`src/rtl/ffha_pkg.sv`:
```
`default_nettype none
package ffha_pkg;

    localparam int unsigned ADDR_W = 32;
    localparam int unsigned OFS_W  = 21;
    localparam int unsigned SIZE_W = 21;
    localparam int unsigned REQ_W  = 21;
    localparam int unsigned WANT_W = 22;

    localparam logic [ADDR_W-1:0] HEAP_BASE_RESET = 32'hC040_0000;

    localparam logic [1:0] ST_DONE     = 2'd0;
    localparam logic [1:0] ST_NO_FIT   = 2'd1;
    localparam logic [1:0] ST_BAD_FREE = 2'd2;

    localparam logic OP_ALLOC = 1'b0;

    typedef struct packed {
        logic              opcode;
        logic [REQ_W-1:0]  request_bytes;
        logic [ADDR_W-1:0] release_address;
    } t_in_beat;

    typedef struct packed {
        logic [1:0]        status;
        logic [ADDR_W-1:0] payload_address;
    } t_out_beat;

    typedef enum logic [1:0] {
        CMD_ALLOC,
        CMD_FREE,
        CMD_NULL
    } t_cmd_kind;

    typedef struct packed {
        t_cmd_kind         kind;
        logic [WANT_W-1:0] want;
        logic [ADDR_W-1:0] addr;
    } t_cmd;

    typedef struct packed {
        logic full;
        logic empty;
    } t_q_stat;

    typedef struct packed {
        logic [OFS_W-1:0]  offset;
        logic [SIZE_W-1:0] size;
        logic              is_free;
    } t_entry;

    typedef enum logic [3:0] {
        S_INIT,
        S_IDLE,
        S_SCAN,
        S_ALLOC,
        S_FNEXT,
        S_SHIFT,
        S_WR1,
        S_WR2,
        S_RESULT
    } t_back_state;

endpackage
`default_nettype wire

```
`src/rtl/first_fit_heap_allocator_unit.sv`:
```
`default_nettype none
// first-fit heap allocator: each input beat is an allocate or a free; each gives exactly one
// result beat, in order. the block table lives in a single-port-write, single-port-read memory
// of MAX_BLOCKS entries kept in address order. a command queue of two entries sits between the
// front (classifies beats) and the back (walks the table). an item popped in the idle state
// is compared against the entries one per cycle up to the first fit or the matching address;
// a hit writes the table before the result register is loaded, a miss scans the whole table
// and goes straight to it. an allocate that splits adds a second write and first moves the
// entries above the hit up; a free that merges first moves the entries above it down. a null
// free goes straight to the result register. after reset, the initial free block is written
// before the first beat is taken. heap_base may be written only while idle.
module first_fit_heap_allocator_unit
    import ffha_pkg::*;
#(
    parameter int unsigned HEAP_BYTES   = 1048576,
    parameter int unsigned HEADER_BYTES = 16,
    parameter int unsigned MAX_BLOCKS   = 64
) (
    input  wire logic              i_clk,
    input  wire logic              i_rst_n,
    // request beats
    input  wire logic              i_in_valid,
    output logic                   o_in_stall,
    input  wire t_in_beat          i_in_data,
    // result beats
    output logic                   o_out_valid,
    input  wire logic              i_out_stall,
    output t_out_beat              o_out_data,
    // heap base register
    input  wire logic              i_cfg_wr_en,
    input  wire logic [ADDR_W-1:0] i_cfg_wr_data
);

    logic [ADDR_W-1:0] r_heap_base;

    t_q_stat q_stat;
    t_cmd    push_cmd;
    t_cmd    head_cmd;
    logic    push;
    logic    pop;
    logic    booting;

    // virtual base added to every payload offset
    always_ff @(posedge i_clk) begin
        if (!i_rst_n) begin
            r_heap_base <= HEAP_BASE_RESET;
        end else if (i_cfg_wr_en) begin
            r_heap_base <= i_cfg_wr_data;
        end
    end

    // front: round sizes, spot null frees
    ffha_front u_front (
        .i_in_data  (i_in_data),
        .i_in_valid (i_in_valid),
        .i_q_stat   (q_stat),
        .i_hold     (booting),
        .o_in_stall (o_in_stall),
        .o_push     (push),
        .o_cmd      (push_cmd)
    );

    // two-deep command queue decouples intake from table work
    ffha_cmdq u_cmdq (
        .i_clk   (i_clk),
        .i_rst_n (i_rst_n),
        .i_push  (push),
        .i_cmd   (push_cmd),
        .i_pop   (pop),
        .o_head  (head_cmd),
        .o_stat  (q_stat)
    );

    // back: table scan, split, merge, result register
    ffha_back #(
        .HEAP_BYTES   (HEAP_BYTES),
        .HEADER_BYTES (HEADER_BYTES),
        .MAX_BLOCKS   (MAX_BLOCKS)
    ) u_back (
        .i_clk       (i_clk),
        .i_rst_n     (i_rst_n),
        .i_head      (head_cmd),
        .i_q_stat    (q_stat),
        .i_heap_base (r_heap_base),
        .i_out_stall (i_out_stall),
        .o_pop       (pop),
        .o_init      (booting),
        .o_out_valid (o_out_valid),
        .o_out_data  (o_out_data)
    );

endmodule
`default_nettype wire

```
`src/rtl/ffha_front.sv`:
```
`default_nettype none
module ffha_front
    import ffha_pkg::*;
(
    input  wire t_in_beat i_in_data,
    input  wire logic     i_in_valid,
    input  wire t_q_stat  i_q_stat,
    input  wire logic     i_hold,
    output logic          o_in_stall,
    output logic          o_push,
    output t_cmd          o_cmd
);

    logic [WANT_W-1:0] req_x;

    // round the request up to a multiple of 8
    assign req_x = {1'b0, i_in_data.request_bytes} + WANT_W'(7);

    always_comb begin
        o_cmd.want = req_x & ~WANT_W'(7);
        o_cmd.addr = i_in_data.release_address;
        if (i_in_data.opcode == OP_ALLOC) begin
            o_cmd.kind = CMD_ALLOC;
        end else if (i_in_data.release_address == '0) begin
            o_cmd.kind = CMD_NULL;
        end else begin
            o_cmd.kind = CMD_FREE;
        end
    end

    assign o_in_stall = i_q_stat.full | i_hold;
    assign o_push     = i_in_valid & ~o_in_stall;

endmodule
`default_nettype wire

```
`src/rtl/ffha_cmdq.sv`:
```
`default_nettype none
module ffha_cmdq
    import ffha_pkg::*;
(
    input  wire logic i_clk,
    input  wire logic i_rst_n,
    input  wire logic i_push,
    input  wire t_cmd i_cmd,
    input  wire logic i_pop,
    output t_cmd      o_head,
    output t_q_stat   o_stat
);

    t_cmd       r_mem [2];
    logic       r_wp;
    logic       r_rp;
    logic [1:0] r_cnt;

    always_ff @(posedge i_clk) begin
        if (!i_rst_n) begin
            r_wp  <= 1'b0;
            r_rp  <= 1'b0;
            r_cnt <= 2'd0;
        end else begin
            if (i_push) begin
                r_wp <= ~r_wp;
            end
            if (i_pop) begin
                r_rp <= ~r_rp;
            end
            case ({i_push, i_pop})
                2'b10:   r_cnt <= r_cnt + 2'd1;
                2'b01:   r_cnt <= r_cnt - 2'd1;
                default: r_cnt <= r_cnt;
            endcase
        end
    end

    always_ff @(posedge i_clk) begin
        if (i_push) begin
            r_mem[r_wp] <= i_cmd;
        end
    end

    assign o_head       = r_mem[r_rp];
    assign o_stat.full  = r_cnt == 2'd2;
    assign o_stat.empty = r_cnt == 2'd0;

endmodule
`default_nettype wire

```
`src/rtl/ffha_back.sv`:
```
`default_nettype none
module ffha_back
    import ffha_pkg::*;
#(
    parameter int unsigned HEAP_BYTES   = 1048576,
    parameter int unsigned HEADER_BYTES = 16,
    parameter int unsigned MAX_BLOCKS   = 64
) (
    input  wire logic              i_clk,
    input  wire logic              i_rst_n,
    input  wire t_cmd              i_head,
    input  wire t_q_stat           i_q_stat,
    input  wire logic [ADDR_W-1:0] i_heap_base,
    input  wire logic              i_out_stall,
    output logic                   o_pop,
    output logic                   o_init,
    output logic                   o_out_valid,
    output t_out_beat              o_out_data
);

    localparam int unsigned IW = $clog2(MAX_BLOCKS);
    localparam int unsigned CW = $clog2(MAX_BLOCKS + 1);

    localparam logic [SIZE_W-1:0] HDR_C     = SIZE_W'(HEADER_BYTES);
    localparam logic [ADDR_W-1:0] HDR_A     = ADDR_W'(HEADER_BYTES);
    localparam logic [WANT_W:0]   SPLIT_MIN = (WANT_W + 1)'(HEADER_BYTES + 8);
    localparam logic [SIZE_W-1:0] INIT_SIZE = SIZE_W'(HEAP_BYTES - HEADER_BYTES);
    localparam logic [CW-1:0]     MAX_C     = CW'(MAX_BLOCKS);

    typedef struct packed {
        logic          en;
        logic [IW-1:0] addr;
        t_entry        data;
    } t_wr;

    t_entry      mem [MAX_BLOCKS];

    t_back_state r_state, n_state;
    logic [CW-1:0] r_count, n_count;
    logic [CW-1:0] r_new_count, n_new_count;
    t_cmd        r_cmd, n_cmd;
    logic [CW-1:0] r_ridx, n_ridx;
    logic        r_qv, n_qv;
    logic [IW-1:0] r_qidx, n_qidx;
    t_entry      r_q;
    t_entry      r_prev, n_prev;
    logic [IW-1:0] r_hit, n_hit;
    t_entry      r_hent, n_hent;
    t_entry      r_pent, n_pent;
    logic [IW-1:0] r_src, n_src;
    logic [IW-1:0] r_src_last, n_src_last;
    logic [IW-1:0] r_dst, n_dst;
    logic        r_pend, n_pend;
    logic        r_rd_more, n_rd_more;
    logic        r_up, n_up;
    logic [1:0]  r_dist, n_dist;
    t_wr         r_w1, n_w1;
    t_wr         r_w2, n_w2;
    t_out_beat   r_res, n_res;
    logic        r_ov, n_ov;
    t_out_beat   r_out, n_out;

    logic          mem_we;
    logic [IW-1:0] mem_wa;
    t_entry        mem_wd;
    logic          mem_re;
    logic [IW-1:0] mem_ra;

    logic [CW:0]         hit_x;
    logic [CW:0]         cnt_x;
    logic [CW:0]         drop_base;
    logic [CW:0]         src0;
    logic [1:0]          drop_d;
    logic                next_free;
    logic                prev_free;
    logic [SIZE_W-1:0]   merged;
    logic                split;
    logic                q_hit;
    logic [ADDR_W-1:0]   q_addr;
    logic [ADDR_W-1:0]   h_addr;

    always_ff @(posedge i_clk) begin
        if (mem_we) begin
            mem[mem_wa] <= mem_wd;
        end
        if (mem_re) begin
            r_q <= mem[mem_ra];
        end
    end

    always_ff @(posedge i_clk) begin
        if (!i_rst_n) begin
            r_state <= S_INIT;
            r_count <= CW'(1);
            r_ov    <= 1'b0;
            r_qv    <= 1'b0;
            r_pend  <= 1'b0;
            r_rd_more <= 1'b0;
        end else begin
            r_state <= n_state;
            r_count <= n_count;
            r_ov    <= n_ov;
            r_qv    <= n_qv;
            r_pend  <= n_pend;
            r_rd_more <= n_rd_more;
        end
    end

    always_ff @(posedge i_clk) begin
        r_new_count <= n_new_count;
        r_cmd       <= n_cmd;
        r_ridx      <= n_ridx;
        r_qidx      <= n_qidx;
        r_prev      <= n_prev;
        r_hit       <= n_hit;
        r_hent      <= n_hent;
        r_pent      <= n_pent;
        r_src       <= n_src;
        r_src_last  <= n_src_last;
        r_dst       <= n_dst;
        r_up        <= n_up;
        r_dist      <= n_dist;
        r_w1        <= n_w1;
        r_w2        <= n_w2;
        r_res       <= n_res;
        r_out       <= n_out;
    end

    assign hit_x = {{(CW + 1 - IW){1'b0}}, r_hit};
    assign cnt_x = {1'b0, r_count};

    // payload address of the entry under the scan and of the hit entry
    assign q_addr = i_heap_base + {{(ADDR_W - OFS_W){1'b0}}, r_q.offset} + HDR_A;
    assign h_addr = i_heap_base + {{(ADDR_W - OFS_W){1'b0}}, r_hent.offset} + HDR_A;

    always_comb begin
        if (r_cmd.kind == CMD_ALLOC) begin
            q_hit = r_q.is_free && ({1'b0, r_q.size} >= r_cmd.want);
        end else begin
            q_hit = !r_q.is_free && (q_addr == r_cmd.addr);
        end
    end

    // neighbors of the freed entry
    assign next_free = (hit_x + 1'b1 < cnt_x) && r_q.is_free;
    assign prev_free = (r_hit != '0) && r_pent.is_free;
    assign merged    = next_free ? (r_hent.size + HDR_C + r_q.size) : r_hent.size;
    assign drop_d    = (next_free && prev_free) ? 2'd2 : 2'd1;
    assign drop_base = prev_free ? hit_x : hit_x + 1'b1;
    assign src0      = drop_base + {{(CW - 1){1'b0}}, drop_d};

    assign split = ({2'b0, r_hent.size} >= {1'b0, r_cmd.want} + SPLIT_MIN)
                   && (r_count < MAX_C);

    always_comb begin
        n_state     = r_state;
        n_count     = r_count;
        n_new_count = r_new_count;
        n_cmd       = r_cmd;
        n_ridx      = r_ridx;
        n_qv        = 1'b0;
        n_qidx      = r_qidx;
        n_prev      = r_prev;
        n_hit       = r_hit;
        n_hent      = r_hent;
        n_pent      = r_pent;
        n_src       = r_src;
        n_src_last  = r_src_last;
        n_dst       = r_dst;
        n_pend      = 1'b0;
        n_rd_more   = r_rd_more;
        n_up        = r_up;
        n_dist      = r_dist;
        n_w1        = r_w1;
        n_w2        = r_w2;
        n_res       = r_res;
        n_ov        = r_ov & i_out_stall;
        n_out       = r_out;
        mem_we      = 1'b0;
        mem_wa      = '0;
        mem_wd      = '0;
        mem_re      = 1'b0;
        mem_ra      = '0;
        o_pop       = 1'b0;

        case (r_state)
            S_INIT: begin
                // one free block spanning the heap
                mem_we  = 1'b1;
                mem_wd  = '{offset: '0, size: INIT_SIZE, is_free: 1'b1};
                n_state = S_IDLE;
            end

            S_IDLE: begin
                if (!i_q_stat.empty) begin
                    o_pop  = 1'b1;
                    n_cmd  = i_head;
                    n_ridx = '0;
                    n_res  = '{status: ST_DONE, payload_address: '0};
                    n_state = (i_head.kind == CMD_NULL) ? S_RESULT : S_SCAN;
                end
            end

            S_SCAN: begin
                // read one entry ahead of the compare
                mem_re = r_ridx < r_count;
                mem_ra = r_ridx[IW-1:0];
                if (mem_re) begin
                    n_ridx = r_ridx + 1'b1;
                    n_qv   = 1'b1;
                    n_qidx = r_ridx[IW-1:0];
                end
                if (r_qv) begin
                    n_prev = r_q;
                    if (q_hit) begin
                        n_hit  = r_qidx;
                        n_hent = r_q;
                        n_pent = r_prev;
                        n_state = (r_cmd.kind == CMD_ALLOC) ? S_ALLOC : S_FNEXT;
                    end else if ({1'b0, r_qidx} == cnt_x[IW:0] - 1'b1) begin
                        n_res.status = (r_cmd.kind == CMD_ALLOC) ? ST_NO_FIT : ST_BAD_FREE;
                        n_state = S_RESULT;
                    end
                end
            end

            S_ALLOC: begin
                n_res.payload_address = h_addr;
                n_w2.en = 1'b0;
                if (split) begin
                    n_w1.en   = 1'b1;
                    n_w1.addr = r_hit + 1'b1;
                    n_w1.data = '{
                        offset:  r_hent.offset + HDR_C + r_cmd.want[SIZE_W-1:0],
                        size:    r_hent.size - r_cmd.want[SIZE_W-1:0] - HDR_C,
                        is_free: 1'b1};
                    n_w2.en   = 1'b1;
                    n_w2.addr = r_hit;
                    n_w2.data = '{offset: r_hent.offset, size: r_cmd.want[SIZE_W-1:0],
                                  is_free: 1'b0};
                    n_new_count = r_count + 1'b1;
                    // open a slot above the hit, top entry first
                    if (hit_x + 1'b1 <= cnt_x - 1'b1) begin
                        n_up       = 1'b1;
                        n_src      = IW'(r_count - 1'b1);
                        n_src_last = r_hit + 1'b1;
                        n_rd_more  = 1'b1;
                        n_state    = S_SHIFT;
                    end else begin
                        n_state = S_WR1;
                    end
                end else begin
                    n_w1.en     = 1'b1;
                    n_w1.addr   = r_hit;
                    n_w1.data   = '{offset: r_hent.offset, size: r_hent.size, is_free: 1'b0};
                    n_new_count = r_count;
                    n_state     = S_WR1;
                end
            end

            S_FNEXT: begin
                // r_q holds the successor here
                n_w1.en = 1'b1;
                n_w2.en = 1'b0;
                if (prev_free) begin
                    n_w1.addr = r_hit - 1'b1;
                    n_w1.data = '{offset: r_pent.offset,
                                  size: r_pent.size + HDR_C + merged, is_free: 1'b1};
                end else begin
                    n_w1.addr = r_hit;
                    n_w1.data = '{offset: r_hent.offset, size: merged, is_free: 1'b1};
                end
                n_new_count = r_count;
                n_state     = S_WR1;
                if (next_free || prev_free) begin
                    n_new_count = CW'(cnt_x - {{(CW - 1){1'b0}}, drop_d});
                    if (src0 <= cnt_x - 1'b1) begin
                        n_up       = 1'b0;
                        n_dist     = drop_d;
                        n_src      = src0[IW-1:0];
                        n_src_last = IW'(r_count - 1'b1);
                        n_rd_more  = 1'b1;
                        n_state    = S_SHIFT;
                    end
                end
            end

            S_SHIFT: begin
                // read one entry and write the one read the cycle before
                if (r_pend) begin
                    mem_we = 1'b1;
                    mem_wa = r_dst;
                    mem_wd = r_q;
                end
                if (r_rd_more) begin
                    mem_re = 1'b1;
                    mem_ra = r_src;
                    n_pend = 1'b1;
                    n_dst  = r_up ? r_src + 1'b1 : r_src - IW'(r_dist);
                    if (r_src == r_src_last) begin
                        n_rd_more = 1'b0;
                    end else begin
                        n_src = r_up ? r_src - 1'b1 : r_src + 1'b1;
                    end
                end else begin
                    n_state = S_WR1;
                end
            end

            S_WR1: begin
                mem_we  = r_w1.en;
                mem_wa  = r_w1.addr;
                mem_wd  = r_w1.data;
                n_count = r_new_count;
                n_state = r_w2.en ? S_WR2 : S_RESULT;
            end

            S_WR2: begin
                mem_we  = 1'b1;
                mem_wa  = r_w2.addr;
                mem_wd  = r_w2.data;
                n_state = S_RESULT;
            end

            S_RESULT: begin
                if (!r_ov || !i_out_stall) begin
                    n_out   = r_res;
                    n_ov    = 1'b1;
                    n_state = S_IDLE;
                end
            end

            default: begin
                n_state = S_IDLE;
            end
        endcase
    end

    assign o_init      = r_state == S_INIT;
    assign o_out_valid = r_ov;
    assign o_out_data  = r_out;

`ifndef SYNTHESIS
    a_count_range: assert property (@(posedge i_clk) disable iff (!i_rst_n)
        (r_count != '0) && (r_count <= MAX_C))
        else $error("block count out of range");

    a_valid_from_result: assert property (@(posedge i_clk) disable iff (!i_rst_n)
        $rose(r_ov) |-> $past(r_state == S_RESULT))
        else $error("result beat raised outside the result state");

    a_rw_apart: assert property (@(posedge i_clk) disable iff (!i_rst_n)
        (mem_we && mem_re) |-> (mem_wa != mem_ra))
        else $error("table read and write collide");

    a_count_commit: assert property (@(posedge i_clk) disable iff (!i_rst_n)
        (r_count != $past(r_count)) |-> $past(r_state == S_WR1))
        else $error("block count changed outside commit");
`endif

endmodule
`default_nettype wire

```
`config.mk`:
```
export PLATFORM = sky130hd
export DESIGN_NAME = first_fit_heap_allocator_unit
export DESIGN_NICKNAME = d
export VERILOG_FILES = /design/src/rtl/ffha_pkg.sv /design/src/rtl/first_fit_heap_allocator_unit.sv /design/src/rtl/ffha_front.sv /design/src/rtl/ffha_cmdq.sv /design/src/rtl/ffha_back.sv
export SDC_FILE = /design/constraint.sdc
export NUM_CORES = 2
export LEC_CHECK = 0
export BUFFER_PORTS_ARGS = -buffer_cell sky130_fd_sc_hd__buf_2
export CAP_MARGIN = 20
export CORE_MARGIN = 2
export CORE_UTILIZATION = 36
export CTS_CLUSTER_DIAMETER = 80
export DETAILED_ROUTE_END_ITERATION = 8
export GPL_ROUTABILITY_DRIVEN = 0
export SLEW_MARGIN = 20
export SYNTH_ARGS = -nofsm -noshare
export SYNTH_HDL_FRONTEND = slang
export SYNTH_HIERARCHICAL = 1
export SYNTH_SLANG_ARGS = --single-unit
export TNS_END_PERCENT = 50
```
`constraint.sdc`:
```
create_clock -name i_clk -period 7.1 [get_ports i_clk]
set_input_delay 0.355 -clock i_clk [delete_from_list [all_inputs] [get_ports i_clk]]
set_output_delay 0.355 -clock i_clk [all_outputs]
set_load 0.01 [all_outputs]
```
# ---- After elaboration in Yosys (flattened, before gate mapping)
# Memories as Yosys holds them, arrays and structs flattened. A register that Yosys moved wholly into a read port is not among the register bits.
# Cells that the tools add are included.
dict set report totals {
  ff_bits 449
  latch_bits 0
  ram_bits 2858
  romBits 0
  inputBits 91
  wordCells 239
  n_memories 2
}
# name words width rd rd_clocked_by_memory_dff wr line_no
set mem_list {}
lappend mem_list {u_back.mem 64 43 1 1 1 ffha_back.sv:36} ;# t_entry mem [MAX_BLOCKS];
lappend mem_list {u_cmdq.r_mem 2 53 1 1 1 ffha_cmdq.sv:14} ;# t_cmd r_mem [2];
dict set report classes {
  n_addsub 28
  n_mul 0
  n_div 0
  order_cmp 7
  n_eq_ne 29
  shift 0
  mux 84
  bitwise_logic 7
  reduce_logical 39
}
# cell n
set op_table {}
lappend op_table {{one-hot mux 43 bit (4 select lines)} 1}
lappend op_table {{one-hot mux 50 bit (2 select lines)} 1}
lappend op_table {{two-way mux 49 bit} 2}
lappend op_table {{two-way mux 6 bit} 14}
lappend op_table {{adder 32 x 21 -> 32 bit} 2}
lappend op_table {{adder 32 x 5 -> 32 bit, second input constant} 2}
lappend op_table {{one-hot mux 32 bit (2 select lines)} 1}
lappend op_table {{adder 21 bit} 3}
lappend op_table {{adder 21 x 5 -> 21 bit, second input constant} 3}
lappend op_table {{two-way mux 50 bit} 1}
lappend op_table {{two-way mux 43 bit} 1}
lappend op_table {{two-way mux 4 bit} 9}
lappend op_table {{one-hot mux 6 bit (3 select lines)} 2}
lappend op_table {{two-way mux 34 bit} 1}
lappend op_table {{== test 32 bit} 1}
lappend op_table {{zero test 32 bit} 1}
lappend op_table {{one-hot mux 4 bit (8 select lines)} 1}
lappend op_table {{two-way mux 7 bit} 4}
lappend op_table {{one-hot mux 7 bit (2 select lines)} 2}
lappend op_table {{one-hot mux 6 bit (2 select lines)} 2}
lappend op_table {{adder 22 x 5 -> 23 bit, second input constant} 1}
lappend op_table {{greater-or-equal comparator 21 x 23 -> 1 bit} 1}
lappend op_table {{adder 21 x 3 -> 22 bit, second input constant} 1}
lappend op_table {{greater-or-equal comparator 21 x 22 -> 1 bit} 1}
lappend op_table {{other kinds (52)} 136}

# ---- Logic depth before layout (Yosys ltp)
dict set report depth {
  depth_word 10
  ltp_mapped 28
}

# ---- By module
# Netlist, hierarchy kept.
# module instances cells_per_inst area_per_inst_um2
set by_module_without_submodules {}
lappend by_module_without_submodules {ffha_back 1 8404 139588.9}
lappend by_module_without_submodules {ffha_cmdq 1 196 4250.3}
lappend by_module_without_submodules {first_fit_heap_allocator_unit 1 103 1236.2}
lappend by_module_without_submodules {ffha_front 1 96 688.2}

# ---- Worst setup path before layout
# Ideal clock, no wire load.
dict set report synth_timing {
  path_type {register -> register}
  from {register u_back/r_q[23] (netlist name)}
  to {register u_back/r_hent[10] in the netlist's numbering, enable pin}
  setup_time_ns 0.541
  t_arrival_ns 7.283
  slack_ns -0.725
  path_stages_with_launch 14
  n_path_buf 0
  synth_period_minus_slack_ns 7.825
  cell_sequence {edfxtp_1 ha_1 ha_1 fa_1 xor2_1 or4_4 nor4_2 nand4_1 or4_1 nor4b_2 nand4_1 a2111oi_4 nor2_1 nor2_1}
}
dict set report synth_via {
  elab_chain_cells 6
}
# element line_no
set synth_lines {}
lappend synth_lines {{adder 32 x 21 -> 32 bit} ffha_back.sv:133} ;# assign q_addr = i_heap_base + {{(ADDR_W - OFS_W){1'b0}}, r_q.offset} + HDR_A;
lappend synth_lines {{adder 32 x 5 -> 32 bit} ffha_back.sv:133}
lappend synth_lines {{== test 32 bit} ffha_back.sv:140} ;# q_hit = !r_q.is_free && (q_addr == r_cmd.addr);
lappend synth_lines {{logical AND 1 bit} ffha_back.sv:140}
lappend synth_lines {{two-way mux 1 bit} ffha_back.sv:137} ;# if (r_cmd.kind == CMD_ALLOC) begin
lappend synth_lines {{AND reduction 3 bit (no source line)} --}
lappend synth_lines {{end signal, assigned} ffha_back.sv:116} ;# r_hent <= n_hent;
lappend synth_lines {{end, declared} ffha_back.sv:48} ;# t_entry r_hent, n_hent;
# Every way passes these cells.
# A chain may end at the register's enable or synchronous reset.

==> impl_metrics.ini <==
[synthesis]
avgSynthCellArea_um2 = 16.57
synth_top_area_share = 0.6807
yosysTopAreaCell = edfxtp_1
yosysSeqAreaShare = 0.6878
syn_inst = 8799
synth_edf_count = 3304
yosysWarnings = 6
syn-cell-area_um2 = 145800
async_reset_ff_frac = 0
synth_top_flop_cell = edfxtp_1
yosys-top-cells-area = edfxtp_1, mux2i_1, ha_1, xnor2_1, dfxtp_1
ys_types = 100
ys_seq_elements = 3356

[power_and_ir_drop]
pwr-share-clk = 0.345
p_comb_frac = 0.197
p_switching_w = 0.01514
p_per_area_nw_per_um2 = 318.6
ir_drop_v = 0.0004541
internal-power_w = 0.03811
netSwitchingFraction = 0.2844
leakagePower_nw = 66.57
p_seq_frac = 0.458

[cells_and_area]
layout.nets = 9635
fin_util = 0.4148
area_growth_pct = 14.66
drive_gt1_frac = 0.1191
n_fill_cell = 35850
final_cell_count_no_fill = 14920

[outcome]
status = finished, final reports clean

[clock_network]
cts.path.max_buffers = 4
cts_sinks = 3356
clkTransAtPathRegs_ns = 0.06
htreeDepth = 5
cts_root_buf = clkbuf_16
insertion_delay_ns = 0.95
postCtsSetupRepairBufs = 0
cts-buffers-inserted = 361
tritoncts = built

[worst_setup_path]
crit_fanout = 16
cp-start-kind = register
path_class = register to register
cp_cell_sequence = inv_1, ha_1, ha_1, nor2b_1, o21a_1, o21a_1, o21a_1, o211ai_1, nand2_1, buf_4, o21ai_0, ha_1, fa_1, a21oi_1, o2111ai_1, a221oi_1, o21ai_1, a2111oi_1, o31ai_1, xnor2_1, nand2_1, o311ai_1, a211oi_1
cp.required_ns = 7.84
cp_slowest_stage_delay_ns = 0.69
crit_path_top_delay_cell = a2111oi_1
endpoint_kind = register
cp.arrival_ns = 7.51

[timing]
max_clock_freq_ghz = 0.1477
finClkSkew_ns = 0.07130
rsz0062_at_grt = no
hold_viol = 0
period_minus_slack_ns = 6.773
relSlewSlack = 0.1598
fin_ws_ns = 0.3275
finalMaxSlewViolations = 0
setup_viol = 0
timing.final.crit_share = 0.9539
worst_pin_slew_ns = 1.256
setup_tns_ns = 0

[grt]
grt_pass1_vias = 78710
overflow = 0
track_usage = 0.1815
grt_max_degree = 124
grt_pass1_wl_um = 548200
antenna_found_initial = 17

[drt]
ant_nets = 0
vias = 78460
detail_route.iter0.violations = 6823
wl_um = 381600
wire_per_inst_um = 25.59
first_pass_iters = 6
via_per_inst = 5.261
drc = 0

[place]
portBuffers = 126
dp_cells = 14150
hpwl_um = 227400
dp_worst_setup_slack_ns = 0.3911

[floorplan]
die_w_um = 640.3
dieArea_um2 = 410000
start_util = 0.3618
ios = 127
dieHeight_um = 640.3
core_area_um2 = 402900
std_cell_rows = 233

[worst_hold_path]
hp-class = input port to register

[run]
cap_violations = 0
==> cells by family (layout without fill, tap and decap cells) <==
kind of cell               count (synthesis)  after routing  synth area share
and+or+nand+nor                          855            855           0.02810
adders and majority gates                333            333           0.02910
other                                      2             11        0.00005152
muxes                                   2863           2863            0.1973
xor gates and xnor gates                 215            215           0.01292
buffers and inverters                    577           1279           0.01805
AOI/OAI and AO/OA                        598            598           0.02670
DFF                                     3356           3356            0.6878
==> layout make-up <==
class | instances | area (µm²) | share of cell area
Sequential cell | 3356 | 100300 | 0.5999
Multi-Input combinational cell | 4868 | 43820 | 0.2622
Clock buffer | 454 | 9542 | 0.05709
Tap cell | 5405 | 6763 | 0.04046
Timing Repair Buffer | 479 | 4172 | 0.02496
Clock inverter | 201 | 2019 | 0.01208
Inverter | 145 | 544.3 | 0.003256
Antenna cell | 7 | 17.52 | 0.0001048
==> worst max-delay path: cells and delay by family (launching register included) <==
| kind | cells | cell delay [ns] |
|---|---|---|
| buffers and inverters | 2 | 0.35 |
| and+or+nand+nor | 3 | 0.36 |
| DFF | 1 | 0.45 |
| adders and majority gates | 4 | 1.47 |
| AOI/OAI and AO/OA | 13 | 3.72 |
| xor gates and xnor gates | 1 | 0.19 |
==> cell usage in the layout, fill, tap and decap left out, types with 53 or more instances in the layout <==
cell type / instances
a21oi_1: 153
buf_2: 127
buf_4: 202
clkbuf_1: 85
clkbuf_16: 368
clkinv_1: 69
clkinv_2: 56
dlygate4sd3_1: 99
edfxtp_1: 3304
ha_1: 323
inv_1: 140
mux2_2: 78
mux2i_1: 2785
nand2_1: 210
nand3_1: 68
nor2_1: 204
nor2_4: 66
nor2b_1: 53
nor3_1: 55
o21ai_0: 103
xnor2_1: 140
xor2_1: 75
==> per-layer routing <==
| layer | routed length, µm | track usage | share of wire | vias to the layer above |
|---|---|---|---|---|
| met2 | 180100 | 0.2990 | 0.47 | 2257 |
| met5 | 0 | 0 | 0 | - |
| met3 | 22430 | 0.02559 | 0.059 | 572 |
| met4 | 11750 | 0.05591 | 0.031 | 0 |
| met1 | 167300 | 0.2481 | 0.44 | 40630 |
| li1 | - | - | - | 35010 |
==> metrics by stage <==
step	power [W]	instance area, µm²	hold WS (ns)
4_1_cts	0.05360	167100	0.09595
6_report	0.05325	167100	0.1647
2_1_floorplan	0.03110	145800	0.4003
3_5_place_dp	0.03518	154500	0.4045
3_3_place_gp	0.03495	154500	0.4013
5_1_grt	0.05503	167100	0.1464
==> flip-flops by register name, summed over array words and instances, names as in the netlist, 4 cells and up, named ones only <==
name and flops:
u_back/r_w2 49, u_back/r_pent 43, u_cmdq/r_mem 112, u_back/r_hent 42, u_back/r_src 6, u_back/r_ridx 7, u_back/r_w1 49, u_back/r_state 4
u_back/r_prev 43, u_back/r_cmd 56, r_heap_base 32, u_back/mem 2752, u_back/r_qidx 6, u_back/r_q 43, u_back/r_src_last 6, u_back/r_dst 6
u_back/o_out_data 34, u_back/r_count 7, u_back/r_hit 6, u_back/r_res 34, u_back/r_new_count 7
==> timing repair <==
item	in CTS	in global routing
endpoints found under the setup margin	0	1
hold buffers	99	0
hold endpoints to repair	150	0
resized for setup	0	1
==> worst paths after layout <==
path,startpoint,to,slack [ns],cells past startpoint
hold reg to reg,u_back/r_prev[0],u_back/r_pent[0],0.41,0
setup reg to reg,u_back/r_hit[0],u_back/r_w1[20],0.33,23
hold / removal,i_in_data[24],u_cmdq/r_mem[1][24],0.16,2
setup / recovery,u_back/r_hit[0],u_back/r_w1[20],0.33,23
==> synth_stat cells, types with 7 or more instances <==
cell type     n
nand4_1      31
a31oi_1      17
a22oi_1      12
a21oi_1     157
clkbuf_1    118
a211oi_1     29
and3_1       25
xor2_1       75
nand2_1     211
o21bai_1     14
mux2i_1    2785
edfxtp_1   3304
dfxtp_1      52
o21ai_0     129
or3_1        26
xnor2_1     140
o211ai_1     19
a21o_1       41
o31ai_1      13
o2111ai_1     7
ha_1        323
nand3_1      68
buf_4        39
inv_1       142
o21ai_1      14
buf_2       190
nor4_1       17
and2_1       19
a221o_1      19
o21a_1       30
o22ai_1      22
fa_1         10
or2_2         8
buf_1        78
mux2_2       78
nor2b_1      53
nor2_1      271
nor3_1       56
nand2b_1     27
o221ai_1      7
==> power groups by stage <==
stage	registers, W	logic [W]	clock network (W)
3_3_place_gp	0.0248	0.0102	0
4_1_cts	0.0244	0.0105	0.0188
2_1_floorplan	0.0246	0.00648	0
3_5_place_dp	0.0248	0.0104	0
5_1_grt	0.0244	0.0111	0.0195
6_report	0.0244	0.0105	0.0184
Power figures use the tool's default switching activity.
